<file path="src/rtl/core/mpm_pkg.sv">
// Package: constants, types and states for the 2x2 modular matrix power block.
`timescale 1ns / 1ps
`default_nettype none
package mpm_pkg;
    localparam logic [31:0] MOD        = 32'd1000000007;
    localparam logic [63:0] BAR_M_FULL = 64'h2000_0000_0000_0000 / 64'd1000000007;
    localparam logic [31:0] BAR_M      = BAR_M_FULL[31:0];

    typedef logic [29:0] t_entry;
    typedef logic [62:0] t_exp;

    typedef enum logic [3:0] {
        S_IDLE,
        S_BIT,
        S_MUL0,
        S_MUL1,
        S_ADD,
        S_BQ,
        S_BQP,
        S_SUB,
        S_CORR,
        S_MEND,
        S_BITEND,
        S_OUT
    } t_state;
endpackage
`default_nettype wire

</file>
<file path="src/rtl/core/mpm_if.sv">
// Interfaces: input and output beat channels of the matrix power block.
`timescale 1ns / 1ps
`default_nettype none
interface mpm_in_if;
    import mpm_pkg::*;
    logic   valid;
    logic   ready;
    t_entry base_00;
    t_entry base_01;
    t_entry base_10;
    t_entry base_11;
    t_exp   exponent;
    modport source (output valid, base_00, base_01, base_10, base_11, exponent, input ready);
    modport sink   (input valid, base_00, base_01, base_10, base_11, exponent, output ready);
endinterface

interface mpm_out_if;
    import mpm_pkg::*;
    logic   valid;
    logic   ready;
    t_entry out_00;
    t_entry out_01;
    t_entry out_10;
    t_entry out_11;
    modport source (output valid, out_00, out_01, out_10, out_11, input ready);
    modport sink   (input valid, out_00, out_01, out_10, out_11, output ready);
endinterface
`default_nettype wire

</file>
<file path="src/rtl/core/matrix_power_mod.sv">
// Top level: 2x2 matrix power modulo 1000000007 on one shared 32x32 multiplier.
//
// Usage:
//   i_in  beat: four base entries and a 63-bit exponent.
//   o_out beat: base^exponent mod 1000000007, one beat per input beat.
//   One item at a time: i_in.ready is high only while idle.
//   Exponent bits are scanned from the top; leading zero bits and the first
//   set bit need no multiply, the first set bit loading the base. After
//   that, each bit takes a squaring and, for a set bit, a multiply by the
//   base. A matrix product computes four entries and then updates the
//   result; each entry takes two products, an add, a Barrett quotient and
//   product, a subtract and compare-subtract steps until the remainder is
//   below the modulus, all on the single multiplier.
//   The result beat is held on o_out until taken; a stalled receiver only
//   delays the return to idle.
//   Reset (i_rst_n low, synchronous) returns to idle and drops o_out.valid.
`timescale 1ns / 1ps
`default_nettype none
module matrix_power_mod (
    input  wire        i_clk,
    input  wire        i_rst_n,
    mpm_in_if.sink     i_in,
    mpm_out_if.source  o_out
);
    import mpm_pkg::*;

    t_state r_state, n_state;
    t_entry r_a00, r_a01, r_a10, r_a11;
    t_entry r_b00, r_b01, r_b10, r_b11;
    t_entry r_c00, r_c01, r_c10, r_c11;
    t_exp   r_exp;
    logic [5:0]  r_bit;
    logic [1:0]  r_ent;
    logic        r_sq;
    logic        r_started;
    logic [59:0] r_p0, r_p1;
    logic [60:0] r_x;
    logic [63:0] r_t;
    logic [31:0] r_qp;
    logic [31:0] r_r;

    logic [31:0] mul_a, mul_b;
    logic [63:0] mul_y;
    t_entry      op_a, op_b;
    logic        k;
    logic        cur_bit;
    logic        mod_ge;

    assign mul_y   = 64'(mul_a) * 64'(mul_b);
    assign cur_bit = r_exp[r_bit];
    assign mod_ge  = (r_r >= MOD);
    assign k       = (r_state == S_MUL1);

    function automatic t_entry red_in(input t_entry v);
        red_in = (32'(v) >= MOD) ? t_entry'(32'(v) - MOD) : v;
    endfunction

    always_comb begin
        unique case ({r_ent[1], k})
            2'd0: op_a = r_a00;
            2'd1: op_a = r_a01;
            2'd2: op_a = r_a10;
            default: op_a = r_a11;
        endcase
        unique case ({k, r_ent[0]})
            2'd0: op_b = r_sq ? r_a00 : r_b00;
            2'd1: op_b = r_sq ? r_a01 : r_b01;
            2'd2: op_b = r_sq ? r_a10 : r_b10;
            default: op_b = r_sq ? r_a11 : r_b11;
        endcase
    end

    // next state
    always_comb begin
        n_state = r_state;
        unique case (r_state)
            S_IDLE:   if (i_in.valid) n_state = S_BIT;
            S_BIT:    n_state = r_started ? S_MUL0 : S_BITEND;
            S_MUL0:   n_state = S_MUL1;
            S_MUL1:   n_state = S_ADD;
            S_ADD:    n_state = S_BQ;
            S_BQ:     n_state = S_BQP;
            S_BQP:    n_state = S_SUB;
            S_SUB:    n_state = S_CORR;
            S_CORR: begin
                if (!mod_ge) n_state = (r_ent == 2'd3) ? S_MEND : S_MUL0;
            end
            S_MEND:   n_state = (r_sq && cur_bit) ? S_MUL0 : S_BITEND;
            S_BITEND: n_state = (r_bit == 6'd0) ? S_OUT : S_BIT;
            S_OUT:    if (o_out.ready) n_state = S_IDLE;
            default:  n_state = S_IDLE;
        endcase
    end

    // outputs and multiplier operands
    always_comb begin
        i_in.ready  = (r_state == S_IDLE);
        o_out.valid = (r_state == S_OUT);
        mul_a = 32'(op_a);
        mul_b = 32'(op_b);
        unique case (r_state)
            S_BQ: begin
                mul_a = r_x[60:29];
                mul_b = BAR_M;
            end
            S_BQP: begin
                mul_a = r_t[63:32];
                mul_b = MOD;
            end
            default: ;
        endcase
    end

    assign o_out.out_00 = r_a00;
    assign o_out.out_01 = r_a01;
    assign o_out.out_10 = r_a10;
    assign o_out.out_11 = r_a11;

    always_ff @(posedge i_clk) begin
        if (!i_rst_n) begin
            r_state <= S_IDLE;
        end else begin
            r_state <= n_state;
        end
    end

    always_ff @(posedge i_clk) begin
        unique case (r_state)
            S_IDLE: begin
                if (i_in.valid) begin
                    r_b00     <= red_in(i_in.base_00);
                    r_b01     <= red_in(i_in.base_01);
                    r_b10     <= red_in(i_in.base_10);
                    r_b11     <= red_in(i_in.base_11);
                    r_exp     <= i_in.exponent;
                    r_a00     <= t_entry'(1);
                    r_a01     <= '0;
                    r_a10     <= '0;
                    r_a11     <= t_entry'(1);
                    r_bit     <= 6'd62;
                    r_started <= 1'b0;
                end
            end
            S_BIT: begin
                r_ent <= 2'd0;
                r_sq  <= 1'b1;
                if (!r_started && cur_bit) begin
                    // first set bit: identity times base
                    r_started <= 1'b1;
                    r_a00 <= r_b00;
                    r_a01 <= r_b01;
                    r_a10 <= r_b10;
                    r_a11 <= r_b11;
                end
            end
            S_MUL0: r_p0 <= mul_y[59:0];
            S_MUL1: r_p1 <= mul_y[59:0];
            S_ADD:  r_x  <= 61'(r_p0) + 61'(r_p1);
            S_BQ:   r_t  <= mul_y;
            S_BQP:  r_qp <= mul_y[31:0];
            S_SUB:  r_r  <= r_x[31:0] - r_qp;
            S_CORR: begin
                if (mod_ge) begin
                    r_r <= r_r - MOD;
                end else begin
                    unique case (r_ent)
                        2'd0: r_c00 <= r_r[29:0];
                        2'd1: r_c01 <= r_r[29:0];
                        2'd2: r_c10 <= r_r[29:0];
                        default: r_c11 <= r_r[29:0];
                    endcase
                    r_ent <= r_ent + 2'd1;
                end
            end
            S_MEND: begin
                r_a00 <= r_c00;
                r_a01 <= r_c01;
                r_a10 <= r_c10;
                r_a11 <= r_c11;
                r_ent <= 2'd0;
                r_sq  <= 1'b0;
            end
            S_BITEND: r_bit <= r_bit - 6'd1;
            default: ;
        endcase
    end
endmodule
`default_nettype wire

</file>
<file path="src/flat_wrapper.sv">
// flat-port wrapper written by rule: the top's interface ports become plain ports
module matrix_power_mod_flat import mpm_pkg::*;
  (i_clk, i_rst_n, i_in_valid, i_in_base_00, i_in_base_01, i_in_base_10, i_in_base_11, i_in_exponent, i_in_ready, o_out_valid, o_out_out_00, o_out_out_01, o_out_out_10, o_out_out_11, o_out_ready);
  mpm_in_if i_in_i ();
  mpm_out_if o_out_i ();
  input  wire i_clk;
  input  wire i_rst_n;
  input wire logic [$bits(i_in_i.valid)-1:0] i_in_valid;
  input wire logic [$bits(i_in_i.base_00)-1:0] i_in_base_00;
  input wire logic [$bits(i_in_i.base_01)-1:0] i_in_base_01;
  input wire logic [$bits(i_in_i.base_10)-1:0] i_in_base_10;
  input wire logic [$bits(i_in_i.base_11)-1:0] i_in_base_11;
  input wire logic [$bits(i_in_i.exponent)-1:0] i_in_exponent;
  output wire logic [$bits(i_in_i.ready)-1:0] i_in_ready;
  output wire logic [$bits(o_out_i.valid)-1:0] o_out_valid;
  output wire logic [$bits(o_out_i.out_00)-1:0] o_out_out_00;
  output wire logic [$bits(o_out_i.out_01)-1:0] o_out_out_01;
  output wire logic [$bits(o_out_i.out_10)-1:0] o_out_out_10;
  output wire logic [$bits(o_out_i.out_11)-1:0] o_out_out_11;
  input wire logic [$bits(o_out_i.ready)-1:0] o_out_ready;
  assign i_in_i.valid = i_in_valid;
  assign i_in_i.base_00 = i_in_base_00;
  assign i_in_i.base_01 = i_in_base_01;
  assign i_in_i.base_10 = i_in_base_10;
  assign i_in_i.base_11 = i_in_base_11;
  assign i_in_i.exponent = i_in_exponent;
  assign i_in_ready = i_in_i.ready;
  assign o_out_valid = o_out_i.valid;
  assign o_out_out_00 = o_out_i.out_00;
  assign o_out_out_01 = o_out_i.out_01;
  assign o_out_out_10 = o_out_i.out_10;
  assign o_out_out_11 = o_out_i.out_11;
  assign o_out_i.ready = o_out_ready;
  matrix_power_mod u_core (.i_clk(i_clk), .i_rst_n(i_rst_n), .i_in(i_in_i), .o_out(o_out_i));
endmodule
</file>
<file path="config.mk">
export PLATFORM = sky130hd
export DESIGN_NAME = matrix_power_mod_flat
export DESIGN_NICKNAME = d
export VERILOG_FILES = /design/src/rtl/core/mpm_pkg.sv /design/src/rtl/core/mpm_if.sv /design/src/rtl/core/matrix_power_mod.sv /design/src/flat_wrapper.sv
export SDC_FILE = /design/constraint.sdc
export NUM_CORES = 2
export LEC_CHECK = 0
export BUFFER_PORTS_ARGS = -buffer_cell sky130_fd_sc_hd__buf_4
export CAP_MARGIN = 10
export CORE_ASPECT_RATIO = 1.1
export CORE_MARGIN = 1
export CORE_UTILIZATION = 64
export CTS_CLUSTER_DIAMETER = 80
export DETAILED_ROUTE_END_ITERATION = 12
export PLACE_DENSITY = 0.8
export SYNTH_ARGS = -nofsm -noshare
export SYNTH_HDL_FRONTEND = slang
export SYNTH_SLANG_ARGS = --single-unit
</file>
<file path="constraint.sdc">
create_clock -name i_clk -period 11.41 [get_ports i_clk]
set_input_delay 1.141 -clock i_clk [delete_from_list [all_inputs] [get_ports i_clk]]
set_output_delay 1.141 -clock i_clk [all_outputs]
set_load 0.01 [all_outputs]
</file>
Word-level counts from Yosys, hierarchy flattened:

Cells that the tools add are included.

* memories: 0
* latch bits: 0
* flip-flop bits (word level): 746
* logic and storage cells: 134
* output and inout bits: 122
* bits of input ports: 187
* memory bits (writable): 0
* ROM bits: 0

* multipliers: 1
* bitwise operators: 2
* add/sub/neg operators: 9
* eq/ne operators: 23
* reductions and logical operators: 27
* order comparisons: 6
* divide/modulo/power cells: 0
* mux-type cells: 42
* shift-type cells: 0

Operators by type and width (count)
* case mux 30 bit (3 select lines): 6
* two-way mux 30 bit: 14
* case mux 32 bit (2 select lines): 3
* greater-or-equal comparator 30 bit, second input constant: 4
* subtractor 30 bit, second input constant: 4
* multiplier 32 x 32 -> 64 bit: 1
* adder 60 x 60 -> 61 bit: 1
* case mux 4 bit (12 select lines): 1
* greater-or-equal comparator 32 x 30 -> 1 bit, second input constant: 1
* two-way mux 32 bit: 1
* subtractor 32 x 30 -> 32 bit, second input constant: 1
* subtractor 32 bit: 1
* two-way mux 4 bit: 7
* AND reduction 3 bit: 7
* == test 4 x 3 -> 1 bit, second input constant: 4
* == test 4 bit, second input constant: 4
* case mux 6 bit (2 select lines): 1
* nonzero test 2 bit: 5
* == test 2 bit, second input constant: 4
* == test 4 x 2 -> 1 bit, second input constant: 2
* AND reduction 2 bit: 4
* < comparator 6 x 7 -> 1 bit, second input constant: 1
* binary-select mux 1 bit (select 6 bit): 1
* == test 2 x 1 -> 1 bit, second input constant: 3
* other kinds (19): 29

Depth between registers and ports, before layout:

* depth after elaboration: 5
* mapped depth: 40
* depth with buffers taken out: 35

Worst setup path before layout:

Ideal clock, no wire load.

* path type: reg-to-reg
* from: reg u_core.r_state[2]
* to: reg u_core.r_p0[57], data pin
* cell stages (with the launch flop): 35
* setup time: 0.273 ns
* required time: 11.137 ns
* path slack: 1.613 ns
* arrival time: 9.524 ns
* buffers on the path: 6
* cells stage by stage: dfxtp_1 -> buf_2 -> nor2_1 -> nand3_1 -> inv_2 -> buf_4 -> buf_2 -> buf_2 -> mux4_2 -> nand2_1 -> nand2_1 -> nand2_1 -> clkbuf_1 -> nor2_1 -> fa_1 -> fa_1 -> inv_1 -> fa_1 -> fa_1 -> fa_1 -> inv_1 -> fa_1 -> fa_1 -> fa_1 -> ha_1 -> clkbuf_1 -> a21oi_1 -> o21ai_0 -> a41o_1 -> a2111o_1 -> o21ai_1 -> o21ai_1 -> a41oi_1 -> o21ai_0 -> xor2_1

* longest elaborated chain between the ends: 5
* elaborated cells between the ends (all ways): 14
* classes of those cells: mul: 1; eq/ne: 7; mux: 4; reduce/logical: 2

RTL lines
* start: declaration: RTL line matrix_power_mod.sv:27 `t_state r_state, n_state;`
* start signal: assignment: RTL line matrix_power_mod.sv:123 `r_state <= n_state;`
* == test 4 x 2 -> 1 bit: RTL line matrix_power_mod.sv:52 `assign k = (r_state == S_MUL1);`
* == test 2 bit, or another cell as far along: RTL line matrix_power_mod.sv:59 `unique case ({r_ent[1], k})`
* case mux 30 bit (3 select lines), on equally long branches: RTL line matrix_power_mod.sv:59, matrix_power_mod.sv:65
* case mux 32 bit (2 select lines): RTL line matrix_power_mod.sv:101 `unique case (r_state)`
* multiplier 32 x 32 -> 64 bit (*): RTL line matrix_power_mod.sv:49 `assign mul_y = 64'(mul_a) * 64'(mul_b);`
* named net u_core.mul_y[57]: RTL line matrix_power_mod.sv:43 `logic [63:0] mul_y;`
* end signal: assignment: RTL line matrix_power_mod.sv:156 `S_MUL0: r_p0 <= mul_y[59:0];`
* end: declaration: RTL line matrix_power_mod.sv:36 `logic [59:0] r_p0, r_p1;`

The timed path passes the listed nets; every way through them passes the cells marked *.
A chain may end at the register's enable or synchronous reset.

Worst setup path in the final report:

* from: reg u_core.r_state[0]
* to: reg u_core.r_t[56], data pin

* longest elaborated chain between the ends: 5
* elaborated cells between the ends (all ways): 14
* classes of those cells: mul: 1; eq/ne: 7; mux: 4; reduce/logical: 2

RTL lines
* == test 4 x 2 -> 1 bit: RTL line matrix_power_mod.sv:52
* == test 2 bit, or another cell as far along: RTL line matrix_power_mod.sv:59
* case mux 30 bit (3 select lines), on equally long branches: RTL line matrix_power_mod.sv:59, matrix_power_mod.sv:65
* case mux 32 bit (2 select lines): RTL line matrix_power_mod.sv:101
* multiplier 32 x 32 -> 64 bit (*): RTL line matrix_power_mod.sv:49
* named net u_core.mul_y[56]: RTL line matrix_power_mod.sv:43
* end signal: assignment: RTL line matrix_power_mod.sv:159 `S_BQ: r_t <= mul_y;`
* end: declaration: RTL line matrix_power_mod.sv:38 `logic [63:0] r_t;`

Marked as above.

==> impl_results.md <==
- Status: finished clean
- Vias/cell: between 6 and 7
- Layout cells sized above 1: roughly an eighth
- Sequential fraction of the synthesis area: 31.8%
- Max Cap Viol: 0
- Post-synthesis mux area share: 2.82%
- Total gr overflow: 0
- Largest family of logic cells by synthesized area: adder cells
- Crit path DAT: 11550 ps
- Max FO, Critical Path: 33
- Routability Congestion: 1.06
- Hold Vio Cnt, Final: 0
- RSZ-0062 raised after global routing: false
- Post-Synth Adder-Cell Area: 33.1%
- Max-slew violation count: 0
- Rel. slew slack: around 13%
- Layout Nets: 8107
- Die Wd: ~310 µm
- Cell variety after synth: 87
- Initial antenna violation count: 9
- Final setup viols: 0
- Routed Antenna Nets: 0
- Layout Cells excl Fill: between 8000 and 9000
- Area grow syn2layout: 10.3%
- Met3 usage: between 15 and 20%
- Total core area: ~100000 µm²
- Yosys reg bits: between 700 and 800
- Worst setup path startpoint: u_core.r_state[0]
- Post-synth top cells: 999 x inv_1, 867 x fa_1, 710 x edfxtp_1
- Htree depth: 3
- CTS Root Cell: clkbuf_16
- Post-route setup TNS: 0 ps
- # placed instances: between 7000 and 8000
- Global-route wire length before repair: 359000 µm
- Min-Delay Path Class: reg -> reg
- HPWL Detailed: 198000 µm
- Post-Synth Simple-Gate Area: 11.2%
- I/O pin count: a little over 300
- Reg2Reg Launch Point: u_core.r_state[0]
- CTS tree: built
- Synth Cell Area: 67300 µm²
- Hold-fix buffers at CTS: 0
- Drc violations: 0
- Initial Util: 64.6%
- Grt peak-use layer: met2
- Total CTS buffers: 67
- Max stage delay cell, worst path: a221oi_4
- Synth Instances: 6358
- Vias in the first global route: roughly 54000
- Fraction of registers with async set or reset after synthesis: 0%
- CP Data Required Time: 11740 ps
- DR WL/cell: about 31 µm
- Crit. End Element: flop
- Largest net degree at the start of global routing: 107
- WS Path Type: reg -> reg
- Hold_sp: u_core.r_c11[27]
- Compound-cell area share of the yosys netlist: 10.4%
- Top_reg_cell synth: edfxtp_1
- Met1 usage: 57.8%
- DIE HEIGHT: 342 µm
- Die area: approximately 110000 µm²
- Clock Tree Buf Depth: 3
- Ys Warns: 0
- Setup crit start kind: flop
- DRT Wirelength: around 250000 µm
- Top cells by area, synth: edfxtp_1 32%, fa_1 26%, ha_1 7.3%, inv_1 5.6%, nor2_1 3.9%
- Fill cells: approximately 7600
- Via count: 53057
- DR iter-0 viols: 6781
- Rows: 124
- EDFF count, synth: 710
- Crit-path most repeated cell: fa_1
- Post-synthesis xor/xnor area fraction: 3.32%
- Worst Max-Slew Pin Slew: 1300 ps
- Period minus WS final: about 11000 ps
- Syn avg cell area: 10.6 µm²
- TritonRoute pass-1 iters: 8
- Port Buf Inserts: just over 300
- Gr usage total: 47.2%
- Setup Skew: 38.8 ps
- Max incr delay on CP: 780 ps
- Share of the synthesized area in the top cell type: 31.7%
- Count leader, synth: inv_1
- Peak Freq: 0.0892 GHz
- Clock transition at path regs: 80 ps
- Clk_lat worst skew: between 600 and 700 ps
- Clock Sink Count: 714
- Crit share post-route: a little under 100%
- Leading area contributor after synthesis: edfxtp_1
- Met2 Use GR: 69.7%
-- cells in the final DEF, fill, tap and decap left out, types with 87 or more instances in the layout --
master,n
o21ai_0,173
and3_1,87
xnor2_1,175
edfxtp_1,710
fa_1,867
nor2_1,697
a21o_1,94
ha_1,392
buf_4,505
a22o_1,122
nand3_1,110
inv_1,996
a21oi_1,207
nand2_1,590
-- layer usage --
metal | share of wire, % | wire length (µm)
met1 | 34 | 83200
met2 | 43 | 106000
met3 | 14 | 34000
met4 | 9.8 | 24100
met5 | 0.019 | 47
-- layout make-up --
cell class	count	area, µm²	area share (%)
Multi-Input combinational cell	4356	41100	55.4
Timing Repair Buffer	520	4100	5.52
Tap cell	1386	1730	2.34
Clock inverter	34	256	0.346
Antenna cell	8	20.0	0.0270
Inverter	1002	3770	5.09
Clock buffer	79	1790	2.41
Sequential cell	714	21400	28.8
-- registers in the layout, indices dropped and copies added, names as in the netlist, 2 cells and up --
name	cells
u_core.r_exp	63
u_core.r_p1	60
u_core.r_bit	6
u_core.r_x	61
u_core.r_ent	2
u_core.r_t	32
u_core.r_qp	32
u_core.r_p0	60
u_core.o_out.out_01	30
u_core.r_r	32
u_core.r_state	4
u_core.o_out.out_00	30
u_core.o_out.out_11	30
u_core.r_b00	30
u_core.o_out.out_10	30
u_core.r_c01	30
u_core.r_c00	30
u_core.r_c10	30
u_core.r_b11	30
u_core.r_b10	30
u_core.r_c11	30
u_core.r_b01	30
-- worst paths after layout --
| check | cells past startpoint | slack [ps] | end |
|---|---|---|---|
| setup / recovery | 27 | 190 | u_core.r_t[56] |
| hold / removal | 1 | 520 | u_core.o_out.out_11[27] |
| setup reg to reg | 27 | 190 | u_core.r_t[56] |
| hold reg to reg | 1 | 520 | u_core.o_out.out_11[27] |
-- cell families (layout without fill, tap and decap cells) --
family,count (synthesis),count (layout)
fa+ha+maj,1259,1259
compound gates,997,997
xor+xnor,255,255
simple gates,1736,1736
mux,95,95
flops,714,714
buf+inv,1300,1635
other cells,2,22
-- stage by stage --
step	util [%]	setup WS [ps]	hold slack, ps	instance area (µm²)
floorplan	-	1610	496	67300
global placement	69.3	-61.2	519	72100
detailed placement	69.3	-154	527	72100
CTS	71.2	72.5	520	74200
global route	71.3	9.32	548	74200
finish	71.3	194	522	74200
-- worst max-delay path, delay by kind of cell (launching register included) --
family | cells | cell delay (ps)
compound gates | 10 | 3650
fa+ha+maj | 9 | 4420
buf+inv | 5 | 1140
flops | 1 | 600
mux | 1 | 620
simple gates | 2 | 440
-- what timing repair did --
item	4_1_cts	5_1_grt
gates resized for setup	1	4
hold endpoints to repair	0	0
gates cloned	0	0
setup buffers	0	0
endpoints found under the setup margin	13	32
Power is not shown: default switching activity piles up to over one toggle a cycle in this logic, so the estimate is an artifact.
